### src/rtl/pseudo_float_encoder_core_defines.svh
// Assertion macros for the pseudo-float encoder core.
// Needs nothing else; included by the top level, which holds the assertions.
`ifndef PSEUDO_FLOAT_ENCODER_CORE_DEFINES_SVH
`define PSEUDO_FLOAT_ENCODER_CORE_DEFINES_SVH

// Same-cycle implication, disabled while reset is asserted.
`define PFE_ASSERT_IMPLY(lbl, clk, rst_n, a, b, msg) \
	lbl: assert property (@(posedge clk) disable iff (!(rst_n)) (a) |-> (b)) \
		else $error(msg);

// Next-cycle implication, disabled while reset is asserted.
`define PFE_ASSERT_NEXT(lbl, clk, rst_n, a, b, msg) \
	lbl: assert property (@(posedge clk) disable iff (!(rst_n)) (a) |=> (b)) \
		else $error(msg);

`endif

### src/rtl/pfe_pkg.sv
// Shared types and constants of the pseudo-float encoder core.
// Depends on nothing; used by pfe_div and pseudo_float_encoder_core.
`default_nettype none

package pfe_pkg;

	localparam int MANT_W = 24;
	localparam int VAL_W  = 64;
	localparam int DIV_W  = 32;
	localparam int EXP_W  = 8;

	localparam logic [1:0] FUNC_RAW   = 2'd0;
	localparam logic [1:0] FUNC_RECIP = 2'd1;
	localparam logic [1:0] FUNC_DIV   = 2'd2;

	// Starting exponents of the division modes, two's complement.
	localparam logic [EXP_W-1:0] RECIP_EXP = 8'hC0;
	localparam logic [EXP_W-1:0] DIV_EXP   = 8'hE0;

	typedef struct packed {
		logic [1:0]              func;
		logic [VAL_W-1:0]        value;
		logic signed [EXP_W-1:0] exponent_in;
		logic [DIV_W-1:0]        divisor;
	} req_t;

	typedef struct packed {
		logic [31:0] encoded;
		logic        div_by_zero;
	} res_t;

	typedef struct packed {
		logic             start;
		logic [VAL_W-1:0] dividend;
		logic [DIV_W-1:0] divisor;
	} div_req_t;

	typedef struct packed {
		logic             done;
		logic [VAL_W-1:0] quotient;
	} div_rsp_t;

	typedef enum logic [2:0] {
		ST_IDLE,
		ST_DIV,
		ST_NORM,
		ST_ROUND,
		ST_DONE
	} state_t;

endpackage

`default_nettype wire

### src/rtl/pfe_div.sv
// Restoring divider, one quotient bit per cycle: 64-bit dividend, 32-bit divisor.
// Depends on pfe_pkg for the request and response structs.
`default_nettype none

module pfe_div (
	input  wire logic              clk,
	input  wire logic              arst_n,
	input  wire pfe_pkg::div_req_t req,
	output pfe_pkg::div_rsp_t      rsp
);

	localparam int CNT_W = $clog2(pfe_pkg::VAL_W);

	logic                      run_q;
	logic                      done_q;
	logic [CNT_W-1:0]          cnt_q;
	logic [pfe_pkg::VAL_W-1:0] qd_q;
	logic [pfe_pkg::DIV_W-1:0] rem_q;
	logic [pfe_pkg::DIV_W-1:0] dvs_q;

	logic [pfe_pkg::DIV_W:0]   rem_sh;
	logic [pfe_pkg::DIV_W:0]   rem_sub;
	logic                      ge;
	logic                      last;

	assign rem_sh  = {rem_q, qd_q[pfe_pkg::VAL_W-1]};
	assign rem_sub = rem_sh - {1'b0, dvs_q};
	assign ge      = rem_sh >= {1'b0, dvs_q};
	assign last    = cnt_q == CNT_W'(pfe_pkg::VAL_W - 1);

	always_ff @(posedge clk or negedge arst_n) begin
		if (!arst_n) begin
			run_q  <= 1'b0;
			done_q <= 1'b0;
			cnt_q  <= '0;
		end else begin
			done_q <= run_q && last;
			if (req.start) begin
				run_q <= 1'b1;
				cnt_q <= '0;
			end else if (run_q) begin
				cnt_q <= cnt_q + 1'b1;
				if (last) begin
					run_q <= 1'b0;
				end
			end
		end
	end

	// Dividend bits leave at the top while quotient bits enter at the bottom.
	always_ff @(posedge clk) begin
		if (req.start) begin
			qd_q  <= req.dividend;
			rem_q <= '0;
			dvs_q <= req.divisor;
		end else if (run_q) begin
			qd_q  <= {qd_q[pfe_pkg::VAL_W-2:0], ge};
			rem_q <= ge ? rem_sub[pfe_pkg::DIV_W-1:0] : rem_sh[pfe_pkg::DIV_W-1:0];
		end
	end

	assign rsp.done     = done_q;
	assign rsp.quotient = qd_q;

endmodule

`default_nettype wire

### src/rtl/pseudo_float_encoder_core.sv
// Pseudo-float encoder core: sequencer, normalizer and rounding around pfe_div.
// Depends on pfe_pkg, pfe_div and pseudo_float_encoder_core_defines.svh.
//
// Usage: drive req and raise start while busy is low; the request transfers
// at that clock edge and busy rises. One result follows: done is high for
// exactly one cycle with res valid in that cycle, and the receiver must take
// it then. busy falls the cycle after done, so a new request may transfer
// in the cycle after the result.
// In the raw mode the request goes through normalization, where k right shifts
// bring the value below 2^24 (k from 0 to 40) and one shift is done per cycle,
// then through rounding and the done state. The reciprocal and divide modes
// first run the restoring divider, one quotient bit per cycle, then normalize.
// A zero reciprocal operand, a zero divisor or the unused selector raises done
// in the cycle right after the request edge.
// Reset clears the sequencer and the divider control; no request is in flight.
// There is no backpressure on the result side.
`default_nettype none
`include "pseudo_float_encoder_core_defines.svh"

module pseudo_float_encoder_core (
	input  wire logic          clk,
	input  wire logic          arst_n,
	input  wire logic          start,
	output logic               busy,
	input  wire pfe_pkg::req_t req,
	output logic               done,
	output pfe_pkg::res_t      res
);

	localparam int MW = pfe_pkg::MANT_W;
	localparam int VW = pfe_pkg::VAL_W;
	localparam int EW = pfe_pkg::EXP_W;

	pfe_pkg::state_t   state_q, state_d;
	pfe_pkg::div_req_t div_req;
	pfe_pkg::div_rsp_t div_rsp;

	logic [VW-1:0] mag_q;
	logic [EW-1:0] exp_q;
	logic          last_q;
	pfe_pkg::res_t res_q;

	logic          accept;
	logic          need_div;
	logic          big;
	logic [MW:0]   rnd_sum;
	logic [31:0]   low32;

	assign accept = start && (state_q == pfe_pkg::ST_IDLE);
	assign low32  = req.value[31:0];
	assign big    = mag_q[VW-1:MW] != '0;
	assign rnd_sum = {1'b0, mag_q[MW-1:0]} + (MW+1)'(last_q);

	always_comb begin
		need_div = 1'b0;
		unique case (req.func)
			pfe_pkg::FUNC_RECIP: need_div = low32 != '0;
			pfe_pkg::FUNC_DIV:   need_div = req.divisor != '0;
			default:             need_div = 1'b0;
		endcase
	end

	pfe_div u_div (
		.clk    (clk),
		.arst_n (arst_n),
		.req    (div_req),
		.rsp    (div_rsp)
	);

	always_ff @(posedge clk or negedge arst_n) begin
		if (!arst_n) begin
			state_q <= pfe_pkg::ST_IDLE;
		end else begin
			state_q <= state_d;
		end
	end

	// Next state
	always_comb begin
		state_d = state_q;
		unique case (state_q)
			pfe_pkg::ST_IDLE: begin
				if (start) begin
					if (need_div) begin
						state_d = pfe_pkg::ST_DIV;
					end else if (req.func == pfe_pkg::FUNC_RAW) begin
						state_d = pfe_pkg::ST_NORM;
					end else begin
						state_d = pfe_pkg::ST_DONE;
					end
				end
			end
			pfe_pkg::ST_DIV: begin
				if (div_rsp.done) begin
					state_d = pfe_pkg::ST_NORM;
				end
			end
			pfe_pkg::ST_NORM: begin
				if (!big) begin
					state_d = pfe_pkg::ST_ROUND;
				end
			end
			pfe_pkg::ST_ROUND: state_d = pfe_pkg::ST_DONE;
			pfe_pkg::ST_DONE:  state_d = pfe_pkg::ST_IDLE;
			default:           state_d = pfe_pkg::ST_IDLE;
		endcase
	end

	// Outputs
	always_comb begin
		busy             = state_q != pfe_pkg::ST_IDLE;
		done             = state_q == pfe_pkg::ST_DONE;
		div_req.start    = accept && need_div;
		div_req.divisor  = (req.func == pfe_pkg::FUNC_RECIP) ? low32 : req.divisor;
		div_req.dividend = (req.func == pfe_pkg::FUNC_RECIP) ? {VW{1'b1}} : {low32, 32'h0};
	end

	assign res = res_q;

	// Datapath: load mag_q, then one shift or rounding add per cycle.
	always_ff @(posedge clk) begin
		unique case (state_q)
			pfe_pkg::ST_IDLE: begin
				last_q            <= 1'b0;
				mag_q             <= req.value;
				res_q.encoded     <= '0;
				res_q.div_by_zero <= (req.func == pfe_pkg::FUNC_DIV) && (req.divisor == '0);
				unique case (req.func)
					pfe_pkg::FUNC_RAW:   exp_q <= req.exponent_in;
					pfe_pkg::FUNC_RECIP: exp_q <= pfe_pkg::RECIP_EXP;
					pfe_pkg::FUNC_DIV:   exp_q <= pfe_pkg::DIV_EXP;
					default:             exp_q <= '0;
				endcase
			end
			pfe_pkg::ST_DIV: begin
				mag_q <= div_rsp.quotient;
			end
			pfe_pkg::ST_NORM: begin
				if (big) begin
					last_q <= mag_q[0];
					mag_q  <= {1'b0, mag_q[VW-1:1]};
					exp_q  <= exp_q + 1'b1;
				end
			end
			pfe_pkg::ST_ROUND: begin
				// Renormalize when rounding carries out of the mantissa.
				if (rnd_sum[MW]) begin
					res_q.encoded <= {exp_q + 1'b1, rnd_sum[MW:1]};
				end else begin
					res_q.encoded <= {exp_q, rnd_sum[MW-1:0]};
				end
				res_q.div_by_zero <= 1'b0;
			end
			pfe_pkg::ST_DONE: begin
				last_q <= last_q;
			end
			default: begin
				last_q <= last_q;
			end
		endcase
	end

	`PFE_ASSERT_IMPLY(a_done_busy, clk, arst_n, done, busy, "result strobe outside a request")
	`PFE_ASSERT_NEXT(a_accept_busy, clk, arst_n, start && !busy, busy,
		"request transfer not held busy")
	`PFE_ASSERT_NEXT(a_done_pulse, clk, arst_n, done, !done && !busy,
		"result strobe longer than one cycle")
	`PFE_ASSERT_IMPLY(a_dz_zero, clk, arst_n, done && res.div_by_zero, res.encoded == '0,
		"division by zero with nonzero word")

endmodule

`default_nettype wire

### config.mk
export PLATFORM = sky130hd
export DESIGN_NAME = pseudo_float_encoder_core
export DESIGN_NICKNAME = d
export VERILOG_FILES = /design/src/rtl/pfe_pkg.sv /design/src/rtl/pfe_div.sv /design/src/rtl/pseudo_float_encoder_core.sv
export VERILOG_INCLUDE_DIRS = /design/src /design/src/rtl
export SDC_FILE = /design/constraint.sdc
export NUM_CORES = 1
export LEC_CHECK = 0
export BUFFER_PORTS_ARGS = -buffer_cell sky130_fd_sc_hd__clkbuf_2
export CAP_MARGIN = 25
export CORE_MARGIN = 5
export CORE_UTILIZATION = 50
export DETAILED_ROUTE_END_ITERATION = 10
export HOLD_SLACK_MARGIN = 0.12
export PLACE_DENSITY = 0.7
export SETUP_SLACK_MARGIN = 0.02
export SLEW_MARGIN = 15
export SYNTH_ARGS = -nofsm -noshare
export SYNTH_HDL_FRONTEND = slang
export SYNTH_HIERARCHICAL = 1
export SYNTH_SLANG_ARGS = --single-unit
### constraint.sdc
create_clock -name clk -period 9.1 [get_ports clk]
set_clock_uncertainty 0.15 [all_clocks]
set_input_delay 0.91 -clock clk [delete_from_list [all_inputs] [get_ports clk]]
set_output_delay 0.91 -clock clk [all_outputs]
set_load 0.05 [all_outputs]
==> run_results.csv, run 1 <==
group,metric,value,unit
logic_synthesis,synth_nets,1416,
worst_setup_path,r2r_start,"u_div/dvs_q[16]",
pwr,pwr-share-seq,38.8,%
pwr,internal_power,0.00364,W
timing,finalSetupViolations,0,
global_route,first_global_vias,10200,
cells_and_area,areaGrowthSynthToFinish,14.4,%
logic_synthesis,synth.distinct_cells,73,
worst_setup_path,crit_slowest_cell,"buf_4",
route,routed_wl,35800,microns
global_route,overflow,0,
timing,rsz0062_at_grt,"no",
timing,tightest_slew,1.02,ns
floorplan,io_pins,144,
cells_and_area,fin_nets,1536,
worst_setup_path,reg2reg_depth,11,
pwr,combPwrFrac,42.2,%
clocking,clockBufferDepth,3,
placed_design,post_dp_cell_area,14600,sq um
clocking,cts_post_setup_buffers_inserted,0,
floorplan,die_h,175,microns
route,antenna_left,0,
floorplan,rows,60,
run_status,status,"completed",
placed_design,dp_slack,4.23,ns
pwr,finalPower,0.00610,W
worst_setup_path,cp-startpoint,"req[105]",
worst_setup_path,crit_fanout,97,
route,drt_iter0_drc,831,
timing,timing.final.crit_share,45.0,%
timing,timing.final.ws_setup,5.00,ns
global_route,grt_max_degree,98,
worst_setup_path,crit_chain,"clkbuf_2, inv_1, ha_2, buf_4, o211ai_1, a21oi_4, buf_4, buf_4, buf_16, mux2_2",
pwr,switchingPower,0.00247,W
run,max-cap-violations,0,
logic_synthesis,netlist_instances,1266,
clocking,cts-root-buf,"clkbuf_16",
floorplan,start_util,50.7,%
worst_setup_path,critical_path.startpoint_type,"primary input",
timing,clock.fmax,244,MHz
pwr,powerDensity,392,nW/um^2
logic_synthesis,yosys.area.top_type_share,44.5,%
worst_setup_path,crit_top_cell,"buf_4",
placed_design,portBuffers,143,
logic_synthesis,post-synth-top-count-cell,"edfxtp_1",
clocking,cts_buffers,28,
clocking,htreeDepth,1,
route,drt-vias-per-instance,5.96,
clocking,tritoncts,"done",
worst_setup_path,max_stage_delay,0.69,ns
worst_setup_path,worstPathRequired,9.25,ns
logic_synthesis,yosysWarnings,6,
timing,setup_tns,0,ns
worst_hold_path,hp-class,"reg2reg",
clocking,clk_pin_slew_worst_paths,0.06,ns
worst_setup_path,reg2reg_to,"u_div/rem_q[3]",
logic_synthesis,ys_ff_latch,245,
logic_synthesis,avgSynthCellArea,10.8,sq um
timing,drv_slew,0,
timing,hold_slack,0.337,ns
floorplan,die_w,175,microns
global_route,grt_pass1_wl,56000,microns
route,via_count,10500,
logic_synthesis,async_reset_ff_share,4.49,%
route,drc,0,
logic_synthesis,ys_seq_area_share,51.2,%
route,first_pass_iters,5,
worst_setup_path,worstSetupEndpointType,"flop",
logic_synthesis,synth_edf_count,202,
pwr,p_sw_share,40.4,%
route,wl_per_cell,20.4,microns
pwr,clkPwrFrac,18.9,%
logic_synthesis,yosys_most_used_dff,"edfxtp_1",
worst_setup_path,regToRegSetupSlack,5.20,ns
clocking,post_cts_resized,0,
logic_synthesis,syn-cell-area,13600,sq um
worst_setup_path,crit_path_end,"u_div/qd_q[57]",
global_route,antenna_found_initial,5,
clocking,worstSkewPairLatency,0.56,ns
floorplan,fp.dieArea,30700,sq um
timing,hold_viol,0,
floorplan,core_area,26900,sq um
worst_setup_path,worstPathArrival,4.25,ns
placed_design,routabilityCongestion,0.899,
global_route,grt.total_usage,22.7,%
clocking,cts_sinks,245,
logic_synthesis,synth_common_cells,"edfxtp_1, nand2_1, mux2_2, nor2_1, a22oi_1",
logic_synthesis,synth_area_leader_cell,"edfxtp_1",
cells_and_area,final_cell_area,15600,sq um
pwr,p_leak,6.37,nW
timing,min_period,4.10,ns
cells_and_area,drive_gt1_share,24.5,%
placed_design,dp_hpwl,25200,microns
worst_setup_path,path_class,"in2reg",
timing,slew-limit-headroom,32.0,%
pwr,ir_drop,0.268,mV
logic_synthesis,synth_area_leaders,"edfxtp_1, mux2_2, nand2_1",
clocking,cts_hold_buf,1,
==> worst min-delay path by stage <==
stage | startpoint | endpoint | slack [ns] | depth (start not counted)
4_1_cts | u_div/rem_q[30] | u_div/rem_q[30] | 0.34 | 2
3_3_place_gp | u_div/rem_q[1] | u_div/rem_q[1] | 0.33 | 2
5_1_grt | u_div/rem_q[30] | u_div/rem_q[30] | 0.37 | 2
3_5_place_dp | u_div/rem_q[30] | u_div/rem_q[30] | 0.33 | 2
2_1_floorplan | u_div/rem_q[30] | u_div/rem_q[30] | 0.30 | 2
6_report | u_div/rem_q[30] | u_div/rem_q[30] | 0.34 | 2
==> flip-flops by register name (all words and copies together), names as in the netlist <==
name and count:
state_q 3, mag_q 64, u_div/rem_q 32, exp_q 8, u_div/done_q 1, u_div/dvs_q 32
res 33, u_div/qd_q 64, last_q 1, u_div/cnt_q 6, u_div/run_q 1
==> through the flow <==
step	utilization, %	std cells
after floorplan	-	1266
after global placement	54.3	1695
after detailed placement	54.3	1695
after CTS	57.9	1747
after global routing	58.0	1752
final	58.0	1752
==> power by group through the flow <==
stage / Sequential, W / Combinational [W] / Clock, W
2_1_floorplan: 0.00246 / 0.00181 / 0
3_3_place_gp: 0.00238 / 0.00250 / 0
3_5_place_dp: 0.00238 / 0.00256 / 0
4_1_cts: 0.00237 / 0.00257 / 0.00117
5_1_grt: 0.00243 / 0.00283 / 0.00122
6_report: 0.00237 / 0.00258 / 0.00115
==> cell families (layout without fill, tap and decap cells) <==
kind of cell    after synthesis  in the layout  synth area share, %
other cells                   0              4                    0
mux                         121            121                 9.77
flops                       245            245                 51.2
fa+ha+maj                    41             41                 3.82
compound gates              242            242                 12.2
xor+xnor                     59             59                 3.79
simple gates                445            445                 15.7
buf+inv                     113            254                 3.46
==> layout by cell type, fill, tap and decap left out, types with 5 or more instances in the layout <==
cell type    n
clkinv_2     6
xor2_1      30
inv_1       45
mux2i_1     25
a31oi_1      8
a211oi_1    26
clkbuf_1     5
nand2b_1     8
or3_1        8
a22oi_1     64
nor2_1      78
o21bai_1     6
a21o_1      11
o21a_1       8
nand2_1    186
nor4_1      29
or2_2       34
mux2_2      96
a21oi_1     44
xnor2_1     29
clkbuf_16   28
a21boi_0     5
nand3_1     23
a311oi_1     6
dfxtp_1     32
dfrtp_1     10
and3_1      12
nand4_1     23
edfxtp_1   202
o21ai_0     29
clkbuf_2   143
ha_1        39
nor3_1      12
o211ai_1     6
buf_4       12
==> area by class of cell <==
| class | count | area, sq um |
|---|---|---|
| sequential | 245 | 6980 |
| inverter | 46 | 173 |
| antenna | 4 | 10.0 |
| clock inverter | 17 | 210 |
| tap | 341 | 427 |
| multi-input combinational | 908 | 6210 |
| timing repair buffer | 157 | 843 |
| clock buffer | 34 | 733 |
| fill | 2284 | 11300 |
==> metal layers <==
| metal | track usage (%) | vias to the layer above | wire length, microns |
|---|---|---|---|
| li1 | - | 4944 | - |
| met5 | 0 | - | 0 |
| met4 | 7.10 | 0 | 1170 |
| met2 | 37.9 | 359 | 17400 |
| met1 | 30.8 | 5071 | 15100 |
| met3 | 3.18 | 76 | 2130 |
==> worst max-delay path: cells and delay by family <==
family                     cells  cell delay, ns
buffers and inverters          6            2.17
AOI/OAI and AO/OA              2            0.52
adders and majority gates      1            0.19
muxes                          1            0.39
Note: power is estimated with default switching activity, not from simulation.
==> inputs of run 2 (changes only) <==
Settings changed: PLACE_DENSITY 0.7 to 0.72.
Clock period 9.1 ns to 3.7 ns, I/O delays scaled along.
==> run 2 against run 1 <==
Core utilization up 4.7 points. Final cell count up 7.3%. Sequential power up 150%. First-iteration DRC count up 36%. Design area up 8.0%. Sequential share of layout area down 3.3 points. Hold slack worse by 0.20 ns. Highest routed layer unchanged.
==> run_results.csv, run 2 (synthesized netlist as in run 1, its figures left out) <==
group,metric,value,unit
run_status,status,"completed",
clocking,cts_sinks,245,
worst_hold_path,hp-class,"in2reg",
floorplan,rows,60,
timing,hold_viol,0,
worst_setup_path,crit_chain,"inv_1, ha_1, nand2_1, or3_1, a211oi_1, nor3_1, nor4_2, nor2_2, buf_6, or3b_1, a311oi_1",
worst_setup_path,crit_buf_inv,2,
cells_and_area,fill_cells,2126,
route,drt_iter0_drc,1134,
route,antenna_left,0,
floorplan,fp.dieArea,30700,sq um
worst_setup_path,crit_slowest_cell,"nor4_2",
route,wl_per_cell,20.9,microns
clocking,worstSkewPairLatency,0.55,ns
floorplan,die_w,175,microns
pwr,powerDensity,905,nW/um^2
clocking,clockBufferDepth,3,
floorplan,io_pins,144,
timing,min_period,3.52,ns
global_route,overflow,0,
floorplan,start_util,50.7,%
timing,drv_slew,0,
timing,finalSetupViolations,0,
route,via_count,11200,
placed_design,routabilityCongestion,0.913,
worst_setup_path,worstSetupEndpointType,"flop",
worst_setup_path,cp.depth,11,
global_route,first_global_vias,11400,
route,routed_wl,39200,microns
worst_setup_path,critical_path.startpoint_type,"flop",
floorplan,core_area,26900,sq um
pwr,finalPower,0.0152,W
route,first_pass_iters,5,
timing,tightest_slew,1.04,ns
placed_design,portBuffers,143,
cells_and_area,regArea,6980,sq um
cells_and_area,multi_input_area,6230,sq um
global_route,grt_max_degree,97,
worst_setup_path,r2r_start,"u_div/dvs_q[16]",
route,drt-vias-per-instance,5.96,
cells_and_area,mostFrequentLayoutCell,"edfxtp_1",
worst_setup_path,max_stage_delay,0.51,ns
floorplan,die_h,175,microns
timing,timing.final.crit_share,95.1,%
worst_setup_path,crit_fanout,7,
clocking,tritoncts,"done",
pwr,ir_drop,0.494,mV
global_route,grt.total_usage,25.0,%
pwr,p_leak,6.91,nW
worst_setup_path,critical-path-top-delay-family,"simple AND/OR/NAND/NOR gates",
worst_setup_path,reg2reg_to,"u_div/rem_q[16]",
clocking,cts-root-buf,"clkbuf_16",
global_route,antenna_found_initial,4,
timing,rsz0062_at_grt,"no",
clocking,clk_pin_slew_worst_paths,0.06,ns
cells_and_area,final_cell_mix,"edfxtp_1, nand2_1, clkbuf_2",
worst_setup_path,worstPathArrival,3.82,ns
timing,setup_tns,0,ns
worst_setup_path,reg2reg_depth,11,
global_route,grt_pass1_wl,61500,microns
worst_setup_path,crit_path_end,"u_div/rem_q[16]",
route,drc,0,
worst_setup_path,worstPathRequired,4.00,ns
timing,slew-limit-headroom,29.9,%
clocking,htreeDepth,1,
cells_and_area,drive_gt1_share,23.8,%
worst_setup_path,regToRegSetupSlack,0.18,ns
timing,clock.fmax,284,MHz
worst_setup_path,cp-startpoint,"u_div/dvs_q[16]",
worst_setup_path,path_class,"reg2reg",
cells_and_area,fin_nets,1667,
cells_and_area,areaGrowthSynthToFinish,23.6,%
run,max-cap-violations,0,
clocking,cts_buffers,27,
placed_design,dp_hpwl,26600,microns
[run 2: worst register-to-register path, stage by stage (launching register included)]
cell	delay, ns
edfxtp_1	0.33
inv_1	0.04
ha_1	0.37
nand2_1	0.15
or3_1	0.41
a211oi_1	0.30
nor3_1	0.17
nor4_2	0.51
nor2_2	0.17
buf_6	0.19
or3b_1	0.38
a311oi_1	0.26
[run 2: routing by layer]
metal  share of wire (%)  vias up  track usage [%]
met4                 5.3        0             11.6
met1                  40     5357             32.1
met3                 6.9      142             3.92
met5                   0        -                0
li1                    -     5211                -
met2                  48      501             41.7
[run 2: where the power goes]
part	switching [W]	internal [W]
Combinational	0.00408	0.00261
Sequential	0.000996	0.00483
Clock	0.00111	0.00161
[run 2: final cells by class]
cell class              instances  share of cell area [%]
clock inverters                12                   0.862
well taps                     341                    2.53
repair buffers                289                    12.6
diodes                          3                  0.0446
inverters                      46                    1.05
multi-input cells             908                    37.0
flip-flops and latches        245                    41.5
clock buffers                  36                    4.39
[run 2: worst min-delay path by stage]
stage / end / startpoint / cells past startpoint / slack, ns
floorplan: state_q[0] / arst_n / 0 / -0.08
global placement: u_div/cnt_q[3] / arst_n / 1 / 0.10
detailed placement: u_div/cnt_q[3] / arst_n / 1 / 0.11
CTS: mag_q[4] / req[44] / 4 / 0.12
global route: mag_q[19] / req[59] / 4 / 0.13
finish: u_div/dvs_q[14] / req[14] / 2 / 0.13
[run 2: metrics by stage]
stage | setup WS [ns] | cells | hold slack, ns | instance area, sq um | util [%]
2_1_floorplan | 0.0678 | 1266 | -0.0756 | 13700 | -
3_3_place_gp | 0.175 | 1718 | 0.100 | 14800 | 55.2
3_5_place_dp | 0.0413 | 1719 | 0.114 | 14800 | 55.2
4_1_cts | 0.0823 | 1876 | 0.120 | 16800 | 62.5
5_1_grt | 0.0238 | 1880 | 0.132 | 16800 | 62.7
6_report | 0.182 | 1880 | 0.134 | 16800 | 62.7
[run 2: timing repair]
action                                 in CTS  in global routing
endpoints found under the hold margin     104                  0
setup buffers                               0                  1
hold buffers                              109                  0
setup endpoints to repair                   0                 39
gates resized for setup                     0                  4
==> inputs of run 3 (changes only) <==
Settings changed: PLACE_DENSITY 0.72 to 0.7, RECOVER_POWER from default to 100.
Clock period 3.7 ns to 3.25 ns, I/O delays scaled along.
==> run 3 against run 2 <==
The flow now finishes with violations (capacitance limit, slew limit). Critical path type is now in2reg. Hold slack improved by 0.019 ns. Sequential cell count did not move. Sequential power rose by 14%. Worst setup slack got worse by 0.032 ns. Register-to-register slack barely moved. Design area rose by 2.3%. Critical endpoint is now u_div/qd_q[56]. Clock power rose by 17%. Total power rose by 16%. Core utilization rose by 1.5 points. Final cell count rose by 1.9%. Via count rose by 2.5%. Wire length rose by 2.1%.
==> run_results.csv, run 3 (synthesized netlist as in run 1, its figures left out) <==
group,metric,value,unit
pwr,clkPwrFrac,17.9,%
timing,timing.final.ws_setup,0.150,ns
pwr,switchingPower,0.00713,W
clocking,cts-root-buf,"clkbuf_16",
pwr,p_leak,6.94,nW
clocking,tritoncts,"done",
cells_and_area,drive_gt1_share,23.1,%
timing,clock.fmax,323,MHz
run_status,status,"finished with violations",
pwr,finalPower,0.0177,W
worst_hold_path,hp-class,"in2reg",
clocking,clockBufferDepth,3,
clocking,clk_pin_slew_worst_paths,0.06,ns
pwr,ir_drop,0.458,mV
global_route,grt.total_usage,25.6,%
placed_design,dp_slack,-0.0474,ns
floorplan,io_pins,144,
pwr,powerDensity,1030,nW/um^2
timing,min_period,3.10,ns
pwr,p_sw_share,40.2,%
worst_setup_path,max_stage_delay,0.61,ns
route,first_pass_iters,5,
floorplan,rows,60,
clocking,worstSkewPairLatency,0.55,ns
worst_setup_path,crit_slowest_cell,"a21oi_4",
route,drc,0,
worst_setup_path,crit_chain,"dlygate4sd3_1, clkbuf_1, inv_2, ha_1, o211ai_1, a21oi_4, clkbuf_2, mux2_2",
pwr,pwr-share-seq,37.6,%
floorplan,die_w,175,microns
cells_and_area,mostFrequentLayoutCell,"edfxtp_1",
global_route,grt_max_degree,97,
timing,rsz0062_at_grt,"no",
worst_setup_path,worstSetupEndpointType,"flop",
clocking,cts_buffers,29,
timing,hold_viol,0,
run,max-cap-violations,2,
worst_setup_path,path_class,"in2reg",
floorplan,die_h,175,microns
route,drt_iter0_drc,1255,
global_route,first_global_vias,11600,
route,via_count,11500,
placed_design,post_dp_cell_area,15000,sq um
clocking,cts_sinks,245,
worst_setup_path,crit_fanout,17,
pwr,internal_power,0.0106,W
placed_design,routabilityCongestion,0.932,
floorplan,core_area,26900,sq um
worst_setup_path,critical_path.startpoint_type,"primary input",
route,routed_wl,40000,microns
floorplan,start_util,50.7,%
global_route,antenna_found_initial,5,
timing,finalSetupViolations,0,
route,drt-vias-per-instance,6.00,
worst_setup_path,worstPathArrival,3.24,ns
global_route,grt_pass1_wl,62900,microns
cells_and_area,fin_nets,1697,
placed_design,dp_hpwl,26600,microns
floorplan,fp.dieArea,30700,sq um
timing,slew-limit-headroom,-1.93,%
route,antenna_left,0,
worst_setup_path,worstPathRequired,3.39,ns
pwr,combPwrFrac,44.5,%
timing,timing.final.crit_share,95.4,%
timing,tightest_slew,1.53,ns
cells_and_area,final_cell_area,17200,sq um
cells_and_area,final_cell_mix,"edfxtp_1, nand2_1, dlygate4sd3_1",
timing,hold_slack,0.154,ns
placed_design,portBuffers,143,
global_route,overflow,0,
cells_and_area,areaGrowthSynthToFinish,26.5,%
clocking,htreeDepth,1,
route,wl_per_cell,20.9,microns
timing,drv_slew,83,
run_status,violations,"capacitance limit, slew limit",
==> run 3: cell count changes in the layout (fill, tap and decap cells not counted), sizes merged <==
cell,before,now
clkbuf,179,189
clkinv,7,10
clkinvlp,2,3
bufinv,3,2
buf,37,44
diode,3,5
dlygate4sd3,109,122
==> run 3: area by class of cell <==
type	count	area, sq um
Clock inverter	15	141
Tap cell	341	427
Clock buffer	38	800
Fill cell	2084	9650
Timing Repair Buffer	317	2310
Multi-Input combinational cell	908	6380
Sequential cell	245	6980
Antenna cell	5	12.5
Inverter	46	174
==> run 3: metrics by stage <==
step           TNS [ns]  instances  util [%]
5_1_grt               0       1915      64.1
6_report              0       1915      64.1
2_1_floorplan     -6.23       1266         -
4_1_cts               0       1908      64.0
3_3_place_gp          0       1732      55.8
3_5_place_dp    -0.0831       1733      55.9
==> run 3: worst paths after layout <==
path                                 start               to  slack, ns  depth (start not counted)
max in group asynchronous           arst_n       state_q[1]       1.93                          3
min in group asynchronous           arst_n   u_div/cnt_q[2]       0.68                          3
max reg2reg                u_div/dvs_q[29]  u_div/rem_q[26]       0.18                         11
min                               req[104]         exp_q[5]       0.15                          4
max                               req[105]   u_div/qd_q[56]       0.15                          8
min reg2reg                u_div/rem_q[30]  u_div/rem_q[30]       0.35                          2
==> run 3: layer usage <==
layer	share of wire, %	global-route usage, %	up-vias	routed length [microns]
met5	0	0	-	0
met4	5.0	10.8	0	2020
met3	7.3	3.96	149	2920
met2	49	43.7	572	19500
met1	39	32.5	5497	15600
li1	-	-	5272	-
==> run 3: power groups by stage <==
stage	logic [W]	registers [W]	clock network, W
after detailed placement	0.00756	0.00662	0
after CTS	0.00774	0.00661	0.00322
after global placement	0.00740	0.00662	0
after global routing	0.00864	0.00681	0.00337
after floorplan	0.00511	0.00688	0
final	0.00788	0.00665	0.00318
==> run 3: worst max-delay path: cells and delay by family <==
family | cells | cell delay (ns)
compound gates | 2 | 0.79
mux | 1 | 0.40
buf+inv | 4 | 1.33
fa+ha+maj | 1 | 0.36
==> run 3: repair_timing <==
action | CTS | global route
pin swaps | 0 | 5
endpoints found under the hold margin | 119 | 0
hold buffers | 122 | 0
resized for setup | 5 | 24
buffers inserted | 0 | 2
endpoints found under the setup margin | 13 | 32
